--- config.mk ---
export PLATFORM = sky130hd
export DESIGN_NAME = csrmv_queue
export DESIGN_NICKNAME = d
export VERILOG_FILES = /design/src/sv/csrmv_pkg.sv /design/src/sv/csrmv_queue.sv
export SDC_FILE = /design/constraint.sdc
export NUM_CORES = 1
export LEC_CHECK = 0
export BUFFER_PORTS_ARGS = -buffer_cell sky130_fd_sc_hd__buf_4
export CORE_MARGIN = 5
export CORE_UTILIZATION = 50
export CTS_CLUSTER_DIAMETER = 60
export DETAILED_ROUTE_END_ITERATION = 8
export PLACE_DENSITY = 0.71
export REMOVE_ABC_BUFFERS = 1
export SYNTH_ARGS = -nofsm -noshare
export SYNTH_HDL_FRONTEND = slang
export SYNTH_SLANG_ARGS = --single-unit
--- constraint.sdc ---
create_clock -name clk -period 6.4 [get_ports clk]
set_input_delay 0.96 -clock clk [delete_from_list [all_inputs] [get_ports clk]]
set_output_delay 0.96 -clock clk [all_outputs]
set_load 0.03 [all_outputs]
--- src/sv/csrmv_pkg.sv ---
// Shared types, codes and constants of the CSR sparse matrix-vector core.
// No dependencies; compiled first.
package csrmv_pkg;

	// item codes on the func field
	localparam logic [1:0] FUNC_LOAD    = 2'd0;
	localparam logic [1:0] FUNC_NONZERO = 2'd1;
	localparam logic [1:0] FUNC_ROW_END = 2'd2;

	localparam int unsigned FUNC_W   = 2;
	localparam int unsigned COL_W    = 10;
	localparam int unsigned DATA_W   = 32;
	localparam int unsigned ROW_W    = 16;
	localparam int unsigned ACC_W    = 64;
	localparam int unsigned PROD_W   = 48;   // Q32.16 product after the 16-bit shift
	localparam int unsigned COL_SPAN = 1 << COL_W;

	localparam int unsigned MAX_COLUMNS_DEFAULT = 1024;
	localparam int unsigned QUEUE_DEPTH_DEFAULT = 4;

	localparam logic signed [ACC_W-1:0] ACC_MAX = {1'b0, {(ACC_W-1){1'b1}}};
	localparam logic signed [ACC_W-1:0] ACC_MIN = {1'b1, {(ACC_W-1){1'b0}}};
	localparam logic signed [DATA_W-1:0] SUM_MAX = {1'b0, {(DATA_W-1){1'b1}}};
	localparam logic signed [DATA_W-1:0] SUM_MIN = {1'b1, {(DATA_W-1){1'b0}}};

	// one classified operation handed from front to back
	typedef struct packed {
		logic                     row_end;
		logic signed [DATA_W-1:0] value;
		logic signed [DATA_W-1:0] vec;
	} op_t;

endpackage

--- src/sv/csrmv_queue.sv ---
// Short FIFO between front and back end.
// Depends on csrmv_pkg for op_t.
module csrmv_queue #(
	parameter int unsigned DEPTH = csrmv_pkg::QUEUE_DEPTH_DEFAULT
) (
	input  logic           clk,
	input  logic           arst_n,
	input  logic           in_valid,
	output logic           in_ready,
	input  csrmv_pkg::op_t in_op,
	output logic           out_valid,
	input  logic           out_ready,
	output csrmv_pkg::op_t out_op
);
	import csrmv_pkg::*;

	localparam int unsigned PTR_W = (DEPTH > 1) ? $clog2(DEPTH) : 1;
	localparam int unsigned CNT_W = $clog2(DEPTH + 1);

	op_t              entry_q [DEPTH];
	logic [PTR_W-1:0] wr_ptr_q;
	logic [PTR_W-1:0] rd_ptr_q;
	logic [CNT_W-1:0] count_q;
	logic             push;
	logic             pop;

	assign in_ready  = count_q != CNT_W'(DEPTH);
	assign out_valid = count_q != '0;
	assign push      = in_valid && in_ready;
	assign pop       = out_valid && out_ready;
	assign out_op    = entry_q[rd_ptr_q];

	always_ff @(posedge clk or negedge arst_n) begin
		if (!arst_n) begin
			wr_ptr_q <= '0;
			rd_ptr_q <= '0;
			count_q  <= '0;
		end else begin
			if (push) begin
				wr_ptr_q <= (wr_ptr_q == PTR_W'(DEPTH - 1)) ? '0 : wr_ptr_q + 1'b1;
			end
			if (pop) begin
				rd_ptr_q <= (rd_ptr_q == PTR_W'(DEPTH - 1)) ? '0 : rd_ptr_q + 1'b1;
			end
			if (push && !pop) begin
				count_q <= count_q + 1'b1;
			end else if (pop && !push) begin
				count_q <= count_q - 1'b1;
			end
		end
	end

	always_ff @(posedge clk) begin
		if (push) begin
			entry_q[wr_ptr_q] <= in_op;
		end
	end

	a_count_bound: assert property (@(posedge clk) disable iff (!arst_n)
		count_q <= CNT_W'(DEPTH))
		else $error("queue count beyond depth");
	a_ptr_gap: assert property (@(posedge clk) disable iff (!arst_n)
		(count_q == '0) |-> (wr_ptr_q == rd_ptr_q))
		else $error("queue empty but pointers differ");

endmodule

==> results.py <==
metrics = {
    "finish": {
        "layout.nets": 603,
        "final_cells": 812,
        "syn2layout_area_growth_pct": 21.1,
        "drive_gt1_share_pct": 45.3,
        "n_antenna_cell": 0,
    },
    "clock_network": {
        "cts_made_buffers": 27,
        "path_clk_slew_ps": 60,
        "clock-sinks": 267,
        "hold_buffers": 0,
        "worstSkewPairLatency_ps": 510,
        "post-cts-setup-buffers": 0,
        "cts_tree": "built",
        "cts_resized": 0,
        "clock_path_buffers": 3,
        "htree_num_levels": 1,
        "clock-root-buffer": "clkbuf_16",
    },
    "floorplan": {
        "initial_utilization_pct": 50.7,
        "die_x_um": 150,
        "fp.coreArea_um2": 19400,
        "die-area_um2": 22600,
        "ios": 136,
        "rows": 51,
        "die_h_um": 150,
    },
    "timing": {
        "period_needed_ps": 3890,
        "rsz0062_at_grt": "false",
        "fin_tns_setup_ps": 0,
        "fmax_mhz": 257,
        "hold_violations": 0,
        "period_share_pct": 60.8,
        "slew_headroom_pct": 31.7,
        "slew_viol_final": 0,
        "max_slew.worst_pin.slew_ps": 1020,
        "fin_skew_ps": 7.07,
        "setup_viol": 0,
        "whs_ps": 256,
    },
    "route": {
        "route.detailed.wl_per_inst_um": 20.9,
        "drcViolationCount": 0,
        "first_pass_iters": 4,
        "viasPerCell": 5.34,
        "wl_um": 17000,
        "ant_nets": 0,
        "drt-initial-drc-count": 188,
        "via_count": 4334,
    },
    "critical_path": {
        "crit_required_ps": 5440,
        "crit_path_max_fanout": 38,
        "cp-start-kind": "flip-flop",
        "cp.arrival_ps": 2930,
        "crit_type": "reg2out",
        "reg2reg_from": "count_q[0]$_DFFE_PN0P_",
        "startpoint": "rd_ptr_q[0]$_DFFE_PN0P_",
        "cp-end-kind": "output pin",
    },
    "yosys": {
        "ys_warn_count": 0,
        "syn_avg_cell_area_um2": 26.1,
        "syn_area_um2": 9840,
        "synth-seq-cells": 267,
        "synth_cells": 377,
        "synth_cell_types": 20,
        "synth_seq_area_share_pct": 81.1,
    },
    "place": {
        "post-dp-hpwl_um": 9640,
        "gp_congestion": 0.657,
        "port-buffer-count": 135,
        "dp.cells": 763,
    },
    "global_route": {
        "grt_antenna_before_repair": 0,
        "grtUsageTotal_pct": 15.3,
        "grt_pass1_wl_um": 26400,
        "grt_max_degree": 68,
        "grt_pass1_vias": 4831,
        "overflow": 0,
    },
    "hold_path": {
        "hold_class": "in2async",
    },
    "status": {
        "status": "complete, no violations",
    },
    "power": {
        "p_total_mw": 6.04,
        "power.leakage_nw": 4.08,
        "powerDensity_nw_per_um2": 507,
        "ir_worst_vdd_v": 0.000397,
    },
    "run": {
        "cap_violations": 0,
    },
}
-- state kept, by name, indices dropped and copies added (netlist names) --
signal / cells
count_q: 3
entry_q: 260
rd_ptr_q: 2
wr_ptr_q: 2
-- layout make-up --
class	count	area, um2
repair buffers	136	1020
well taps	265	332
fillers	1418	7480
multi-input cells	92	1710
clock buffers	33	698
clock inverters	16	154
inverters	3	11.3
flip-flops and latches	267	7990
-- where the power goes --
part	switching (mW)	internal (mW)
clock	0.603	0.895
sequential	0.244	2.32
combinational	1.12	0.859
-- critical path, cell delays in order, from the launching register on --
cell and delay (ps):
dfrtp_4 940, buf_4 640, mux4_2 620, buf_4 190
-- logic make-up (layout without fill, tap and decap cells) --
kind of cell	count (synthesis)	after routing	share of synthesized area, %
buffers and inverters	18	188	1.60
adder cells (fa/ha/maj)	7	7	0.966
multiplexers	70	70	15.4
AO/OA/AOI/OAI	1	1	0.0763
XOR/XNOR	3	3	0.267
flip-flops	267	267	81.1
AND/OR/NAND/NOR	11	11	0.547
-- per-stage QoR --
stage / cell area (um2) / util (%) / setup slack [ps]
finish: 11900 / 61.4 / 2510
global route: 11900 / 61.4 / 2230
CTS: 11900 / 61.4 / 2370
detailed placement: 11100 / 57.0 / 2920
global placement: 11100 / 57.0 / 2950
floorplan: 9700 / - / 2040
-- final timing paths --
| path | depth (start not counted) | endpoint | slack, ps |
|---|---|---|---|
| setup / recovery | 3 | out_op[17] | 2510 |
| min in group clk | 1 | count_q[2]$_DFFE_PN0P_ | 520 |
| max in group asynchronous | 1 | rd_ptr_q[0]$_DFFE_PN0P_ | 6000 |
| hold / removal | 1 | count_q[1]$_DFFE_PN0P_ | 260 |
| setup reg to reg | 3 | entry_q[2][25]$_DFFE_PP_ | 4030 |
| hold reg to reg | 1 | count_q[2]$_DFFE_PN0P_ | 520 |
-- routing by layer --
| layer | track usage [%] | wire [um] | up-vias |
|---|---|---|---|
| li1 | - | - | 1913 |
| met1 | 19.8 | 6700 | 2273 |
| met2 | 26.2 | 8790 | 124 |
| met3 | 4.21 | 1180 | 24 |
| met4 | 3.25 | 316 | 0 |
| met5 | 0 | 0 | - |
-- Yosys cell counts --
master	count	area share (%)
mux4_2	65	15
nor2_1	4	0.15
buf_6	1	0.11
buf_4	3	0.23
a21boi_1	1	0.076
buf_2	5	0.25
clkbuf_1	2	0.076
edfxtp_1	260	79
xor2_1	2	0.18
nand2_1	2	0.076
fa_1	1	0.20
buf_12	4	0.81
dfrtp_1	7	1.8
mux2_1	1	0.11
xnor2_1	1	0.089
mux2_2	4	0.46
ha_1	6	0.76
and2_1	4	0.25
or3_1	1	0.064
inv_1	3	0.11
-- placed cells by master (no fill, tap or decap), types with 2 or more instances in the layout --
cell type  netlist  final
clkinv_1         0      6
mux2_2           4      4
nor2_1           4      4
edfxtp_1       260    260
nand2_1          2      2
buf_4            3    136
dfrtp_1          7      5
clkinv_2         0      6
bufinv_16        0      3
and2_4           0      4
ha_1             6      6
mux4_2          65     65
clkbuf_1         2      6
xor2_1           2      2
dfrtp_4          0      2
inv_1            3      3
clkbuf_16        0     27
Note: power is estimated with default switching activity, not from simulation.
