**config.mk**
```make
export PLATFORM = sky130hd
export DESIGN_NAME = csrmv_back_flat
export DESIGN_NICKNAME = d
export VERILOG_FILES = /design/src/sv/csrmv_pkg.sv /design/src/sv/csrmv_if.sv /design/src/sv/csrmv_back.sv /design/src/flat_wrapper.sv
export SDC_FILE = /design/constraint.sdc
export NUM_CORES = 2
export LEC_CHECK = 0
export ABC_AREA = 0
export BUFFER_PORTS_ARGS = -buffer_cell sky130_fd_sc_hd__buf_2
export CORE_MARGIN = 3
export CORE_UTILIZATION = 30
export DETAILED_ROUTE_END_ITERATION = 8
export GPL_TIMING_DRIVEN = 0
export PLACE_DENSITY = 0.52
export SLEW_MARGIN = 40
export SYNTH_ARGS = -nofsm -noshare
export SYNTH_HDL_FRONTEND = slang
export SYNTH_SLANG_ARGS = --single-unit
```
**constraint.sdc**
```tcl
create_clock -name clk -period 4.3 [get_ports clk]
set_input_delay 0.43 -clock clk [delete_from_list [all_inputs] [get_ports clk]]
set_output_delay 0.43 -clock clk [all_outputs]
set_load 0.01 [all_outputs]
```
**src/sv/csrmv_pkg.sv**
```systemverilog
// Shared types, codes and constants of the CSR sparse matrix-vector core.
// No dependencies; compiled first.
package csrmv_pkg;

	// item codes on the func field
	localparam logic [1:0] FUNC_LOAD    = 2'd0;
	localparam logic [1:0] FUNC_NONZERO = 2'd1;
	localparam logic [1:0] FUNC_ROW_END = 2'd2;

	localparam int unsigned FUNC_W   = 2;
	localparam int unsigned COL_W    = 10;
	localparam int unsigned DATA_W   = 32;
	localparam int unsigned ROW_W    = 16;
	localparam int unsigned ACC_W    = 64;
	localparam int unsigned PROD_W   = 48;   // Q32.16 product after the 16-bit shift
	localparam int unsigned COL_SPAN = 1 << COL_W;

	localparam int unsigned MAX_COLUMNS_DEFAULT = 1024;
	localparam int unsigned QUEUE_DEPTH_DEFAULT = 4;

	localparam logic signed [ACC_W-1:0] ACC_MAX = {1'b0, {(ACC_W-1){1'b1}}};
	localparam logic signed [ACC_W-1:0] ACC_MIN = {1'b1, {(ACC_W-1){1'b0}}};
	localparam logic signed [DATA_W-1:0] SUM_MAX = {1'b0, {(DATA_W-1){1'b1}}};
	localparam logic signed [DATA_W-1:0] SUM_MIN = {1'b1, {(DATA_W-1){1'b0}}};

	// one classified operation handed from front to back
	typedef struct packed {
		logic                     row_end;
		logic signed [DATA_W-1:0] value;
		logic signed [DATA_W-1:0] vec;
	} op_t;

endpackage

```
**src/sv/csrmv_if.sv**
```systemverilog


interface csrmv_sum_if;
	import csrmv_pkg::*;
	logic                     valid;
	logic                     ready;
	logic signed [DATA_W-1:0] row_sum;
	logic [ROW_W-1:0]         row_number;
	logic                     last_row;
	logic                     saturated;
	modport source(output valid, row_sum, row_number, last_row, saturated, input ready);
	modport sink(input valid, row_sum, row_number, last_row, saturated, output ready);
endinterface

```
**src/sv/csrmv_back.sv**
```systemverilog
// Back end: multiply, saturating accumulate, row close-out and result register.
// Depends on csrmv_pkg and csrmv_if.
module csrmv_back (
	input  logic                           clk,
	input  logic                           arst_n,
	input  logic                           q_valid,
	output logic                           q_ready,
	input  csrmv_pkg::op_t                 q_op,
	input  logic [csrmv_pkg::ROW_W-1:0]    rows_in_use,
	csrmv_sum_if.source                    out_ch
);
	import csrmv_pkg::*;

	logic                     en;
	logic signed [ACC_W-1:0]  prod_full;
	logic signed [ACC_W-1:0]  prod_shift;

	logic                     valid_s2;
	logic                     row_end_s2;
	logic signed [PROD_W-1:0] prod_s2;

	logic signed [ACC_W-1:0]  acc_q;
	logic [ROW_W-1:0]         row_cnt_q;

	logic [ACC_W:0]           sum_wide;
	logic signed [ACC_W-1:0]  acc_next;
	logic                     clip_hi;
	logic                     clip_lo;
	logic [ROW_W:0]           limit;
	logic                     wrap;

	logic                     out_valid_q;
	logic signed [DATA_W-1:0] row_sum_q;
	logic [ROW_W-1:0]         row_number_q;
	logic                     last_row_q;
	logic                     saturated_q;

	// whole back end moves unless a result is waiting
	assign en      = !out_valid_q || out_ch.ready;
	assign q_ready = en;

	assign prod_full  = q_op.value * q_op.vec;
	assign prod_shift = prod_full >>> 16;   // floor

	always_ff @(posedge clk or negedge arst_n) begin
		if (!arst_n) begin
			valid_s2 <= 1'b0;
		end else if (en) begin
			valid_s2 <= q_valid;
		end
	end

	always_ff @(posedge clk) begin
		if (en && q_valid) begin
			row_end_s2 <= q_op.row_end;
			prod_s2    <= prod_shift[PROD_W-1:0];
		end
	end

	assign sum_wide = {acc_q[ACC_W-1], acc_q} + {{(ACC_W+1-PROD_W){prod_s2[PROD_W-1]}}, prod_s2};
	assign acc_next = (sum_wide[ACC_W] != sum_wide[ACC_W-1])
	                ? (sum_wide[ACC_W] ? ACC_MIN : ACC_MAX)
	                : $signed(sum_wide[ACC_W-1:0]);

	assign clip_hi = !acc_q[ACC_W-1] && (|acc_q[ACC_W-2:DATA_W-1]);
	assign clip_lo = acc_q[ACC_W-1] && !(&acc_q[ACC_W-2:DATA_W-1]);

	// zero count means the full 16-bit range of rows
	assign limit = (rows_in_use == '0) ? {1'b1, {ROW_W{1'b0}}} : {1'b0, rows_in_use};
	assign wrap  = ({1'b0, row_cnt_q} + (ROW_W+1)'(1)) >= limit;

	always_ff @(posedge clk or negedge arst_n) begin
		if (!arst_n) begin
			acc_q       <= '0;
			row_cnt_q   <= '0;
			out_valid_q <= 1'b0;
		end else if (en) begin
			out_valid_q <= valid_s2 && row_end_s2;
			if (valid_s2) begin
				if (row_end_s2) begin
					acc_q     <= '0;
					row_cnt_q <= wrap ? '0 : row_cnt_q + 1'b1;
				end else begin
					acc_q <= acc_next;
				end
			end
		end
	end

	always_ff @(posedge clk) begin
		if (en && valid_s2 && row_end_s2) begin
			priority if (clip_hi) begin
				row_sum_q <= SUM_MAX;
			end else if (clip_lo) begin
				row_sum_q <= SUM_MIN;
			end else begin
				row_sum_q <= acc_q[DATA_W-1:0];
			end
			saturated_q  <= clip_hi || clip_lo;
			row_number_q <= row_cnt_q;
			last_row_q   <= row_cnt_q == (rows_in_use - ROW_W'(1));
		end
	end

	assign out_ch.valid      = out_valid_q;
	assign out_ch.row_sum    = row_sum_q;
	assign out_ch.row_number = row_number_q;
	assign out_ch.last_row   = last_row_q;
	assign out_ch.saturated  = saturated_q;

	a_acc_cleared: assert property (@(posedge clk) disable iff (!arst_n)
		(en && valid_s2 && row_end_s2) |=> (acc_q == '0))
		else $error("accumulator not cleared after row end");
	a_sat_value: assert property (@(posedge clk) disable iff (!arst_n)
		(out_valid_q && saturated_q) |-> (row_sum_q == SUM_MAX || row_sum_q == SUM_MIN))
		else $error("saturated flag without a clipped sum");

endmodule

```
**src/flat_wrapper.sv**
```systemverilog
// flat-port wrapper written by rule: the top's interface ports become plain ports
module csrmv_back_flat import csrmv_pkg::*;
  (clk, arst_n, q_valid, q_ready, q_op, rows_in_use, out_ch_valid, out_ch_row_sum, out_ch_row_number, out_ch_last_row, out_ch_saturated, out_ch_ready);
  csrmv_sum_if out_ch_i ();
  input  logic clk;
  input  logic arst_n;
  input  logic q_valid;
  output logic q_ready;
  input  csrmv_pkg::op_t q_op;
  input  logic [csrmv_pkg::ROW_W-1:0] rows_in_use;
  output wire logic [$bits(out_ch_i.valid)-1:0] out_ch_valid;
  output wire logic [$bits(out_ch_i.row_sum)-1:0] out_ch_row_sum;
  output wire logic [$bits(out_ch_i.row_number)-1:0] out_ch_row_number;
  output wire logic [$bits(out_ch_i.last_row)-1:0] out_ch_last_row;
  output wire logic [$bits(out_ch_i.saturated)-1:0] out_ch_saturated;
  input wire logic [$bits(out_ch_i.ready)-1:0] out_ch_ready;
  assign out_ch_valid = out_ch_i.valid;
  assign out_ch_row_sum = out_ch_i.row_sum;
  assign out_ch_row_number = out_ch_i.row_number;
  assign out_ch_last_row = out_ch_i.last_row;
  assign out_ch_saturated = out_ch_i.saturated;
  assign out_ch_i.ready = out_ch_ready;
  csrmv_back u_core (.clk(clk), .arst_n(arst_n), .q_valid(q_valid), .q_ready(q_ready), .q_op(q_op), .rows_in_use(rows_in_use), .out_ch(out_ch_i));
endmodule
```
==> results.yml <==
run_status:
  outcome: "complete, but fails checks"
  violations: "negative setup slack"
die:
  design.core.area_um2: 156800
  initial_core_util_pct: 30.32
  row_count: 145
  die_w_um: 404
  die_area_um2: 163200
  die-height_um: 404
  ios: 137
synthesis:
  ys_ff_latch: 181
  synth_most_common_cell: "fa_1"
  syn_nets: 6502
  syn_inst: 5072
  ys_top_cells_by_area: "fa_1 (46%), inv_1 (7.9%), and2_1 (6.9%), ha_1 (6.9%), edfxtp_1 (6.3%)"
  synth.largest_area_cell: "fa_1"
  seq_area_frac_synth_pct: 10.57
  synth_area_um2: 47520
  synth_area_per_cell_um2: 9.369
  synth_commonest_cells: "fa_1 (1082), inv_1 (998), nand2_1 (698)"
  postSynth.asyncResetShare_pct: 45.30
  yosys_warnings: 0
  ys.flop_type: "edfxtp_1"
  synth_edf_count: 99
  synth_top_area_share_pct: 45.58
  ys_types: 91
drt:
  post-route-drc-count: 0
  dr.pass1.iters: 5
  vias: 36360
  wl_per_cell_um: 23.96
  first_iter_violations: 2877
  totalWireLength_um: 177500
  route.antenna.remaining_nets: 0
  vias_per_cell: 4.908
global_route:
  grt_use_total_pct: 21.87
  grt_pass1_vias: 38610
  grt_max_degree: 55
  grt-ovfl-total: 0
  grt_pass1_wl_um: 261300
  antenna_found_initial: 15
layout:
  n_fill_cell: 16170
  nets: 6760
  drive_gt1_share_pct: 13.83
  multi_input_comb_area_um2: 38610
  stdcell_area_um2: 55170
  ff_latch_area_um2: 5031
  area_delta_synth_final_pct: 16.10
critical_path:
  reg2reg_slack_ns: 0.23
  crit_path_frequent_cell: "fa_1"
  crit_path_top_delay_cell: "fa_4"
  cp-start-kind: "input pin"
  worstPathMaxFanout: 6
  worstPathArrival_ns: 8.05
  cp.required_ns: 4.57
  cpPeakStageDelay_ns: 1.00
  worstSetupEndpointType: "flop"
  worstSetupPathType: "in2reg"
timing:
  min_period_ns: 7.778
  fmax_ghz: 0.1286
  finalCritPeriodShare_pct: 180.9
  hold_viol: 0
  setup-tns-final_ns: -135.83
  worst_slack_ns: -3.478
  rsz0062_at_grt: "yes"
  setup_viol: 48
  max_slew_margin_pct: 39.79
  tightest_slew_ns: 0.9032
  skew_ns: 0.02043
  drv_slew: 0
placement:
  hpwl_um: 145100
  placed_area_um2: 51570
  gp_congestion: 0.9555
  portBuffers: 135
clock_tree:
  clkLatencyLatePin_ns: 0.45
  root_buffer: "clkbuf_16"
  cts.sinks: 181
  numCtsBuffers: 17
  cts.htree.levels: 4
  cts_buffer_depth: 2
  tritoncts: "done"
  clkTransAtPathRegs_ns: 0.08
flow_run:
  cap_violations: 0
min_path:
  hold_class: "in2reg"
[final timing paths]
kind / endpoint / from / cells after the start
setup / recovery: u_core.prod_s2[43] / q_op[63] / 26
hold / removal: u_core.row_end_s2 / q_op[64] / 1
setup reg to reg: u_core.row_cnt_q[12] / u_core.row_cnt_q[0] / 17
hold reg to reg: u_core.acc_q[20] / u_core.acc_q[20] / 2
max in group asynchronous: u_core.acc_q[11] / arst_n / 3
min in group asynchronous: u_core.acc_q[50] / arst_n / 2
[cells by family (layout without fill, tap and decap cells)]
kind of cell               after synthesis  after routing  synth area share [%]
xor gates and xnor gates               147            147                 2.709
buffers and inverters                 1265           1535                 10.27
adders and majority gates             1345           1345                 52.51
other                                    0              8                     0
and+or+nand+nor                       1605           1605                 16.62
AOI/OAI and AO/OA                      521            521                 7.146
muxes                                    8              8                0.1738
DFF                                    181            181                 10.57
[metrics by stage]
step / util (%) / hold WS [ns] / worst slack, ns / instances
global route: 35.19 / 0.1433 / -3.596 / 7401
detailed placement: 32.90 / 0.3343 / -5.056 / 7270
CTS: 34.75 / 0.1354 / -3.397 / 7355
floorplan: - / 0.1344 / -3.321 / 5072
global placement: 32.81 / 0.4292 / -4.947 / 7265
finish: 35.20 / 0.1710 / -3.478 / 7408
[worst max-delay path, delay by kind of cell]
kind,cells,cell delay [ns]
AO/OA/AOI/OAI,8,1.19
adder cells (fa/ha/maj),9,4.92
AND/OR/NAND/NOR,3,0.82
buffers and inverters,6,0.64
[layout make-up]
type                    count  share of cell area (%)
plain buffers             260                   4.998
clock inverters            14                  0.2744
flip-flops and latches    181                   9.119
clock buffers              17                  0.7710
well taps                2058                   4.667
inverters                 999                   6.856
multi-input cells        3626                   69.97
diodes                      8                 0.03628
repair buffers            245                   3.304
[cells in the final DEF (no fill, tap or decap), types with 36 or more instances in the layout]
| master | instances |
|---|---|
| dfrtp_1 | 77 |
| o21ai_0 | 70 |
| buf_2 | 119 |
| nand4_1 | 36 |
| xor2_1 | 53 |
| a21o_1 | 72 |
| nand3_1 | 49 |
| buf_6 | 44 |
| clkbuf_4 | 58 |
| clkbuf_8 | 67 |
| ha_1 | 234 |
| xnor2_1 | 89 |
| o21ai_1 | 60 |
| buf_4 | 103 |
| fa_1 | 1046 |
| nor2_1 | 145 |
| a21oi_1 | 117 |
| inv_1 | 976 |
| nand2_1 | 687 |
| clkbuf_16 | 49 |
| edfxtp_1 | 99 |
| and2_1 | 508 |
[layer usage]
metal  wire (um)  vias up  share of wire (%)  GRT usage, %
met3       15210      229                8.6         5.095
met2       79690     1424                 45         34.63
met5          30        -              0.017             0
met4        6559        4                3.7         6.685
met1       76010    18750                 43         29.73
li1            -    15950                  -             -
[repair_timing]
item                                   in CTS  in global routing
setup endpoints to repair                  64                 75
hold buffers                                1                  0
gates resized for setup                   485                100
pin swaps                                  82                 99
buffers inserted                           59                 52
endpoints found under the hold margin      28                  0
[flip-flops by register name, indices dropped and copies added (netlist names)]
name,cells
u_core.acc_q,64
u_core.prod_s2,48
u_core.out_ch.row_sum,32
u_core.out_ch.row_number,16
u_core.row_cnt_q,16
u_core.out_ch.last_row,1
u_core.out_ch.saturated,1
u_core.out_ch.valid,1
u_core.row_end_s2,1
u_core.valid_s2,1
Power is not shown: default switching activity piles up to over one toggle a cycle in this logic, so the estimate is an artifact.
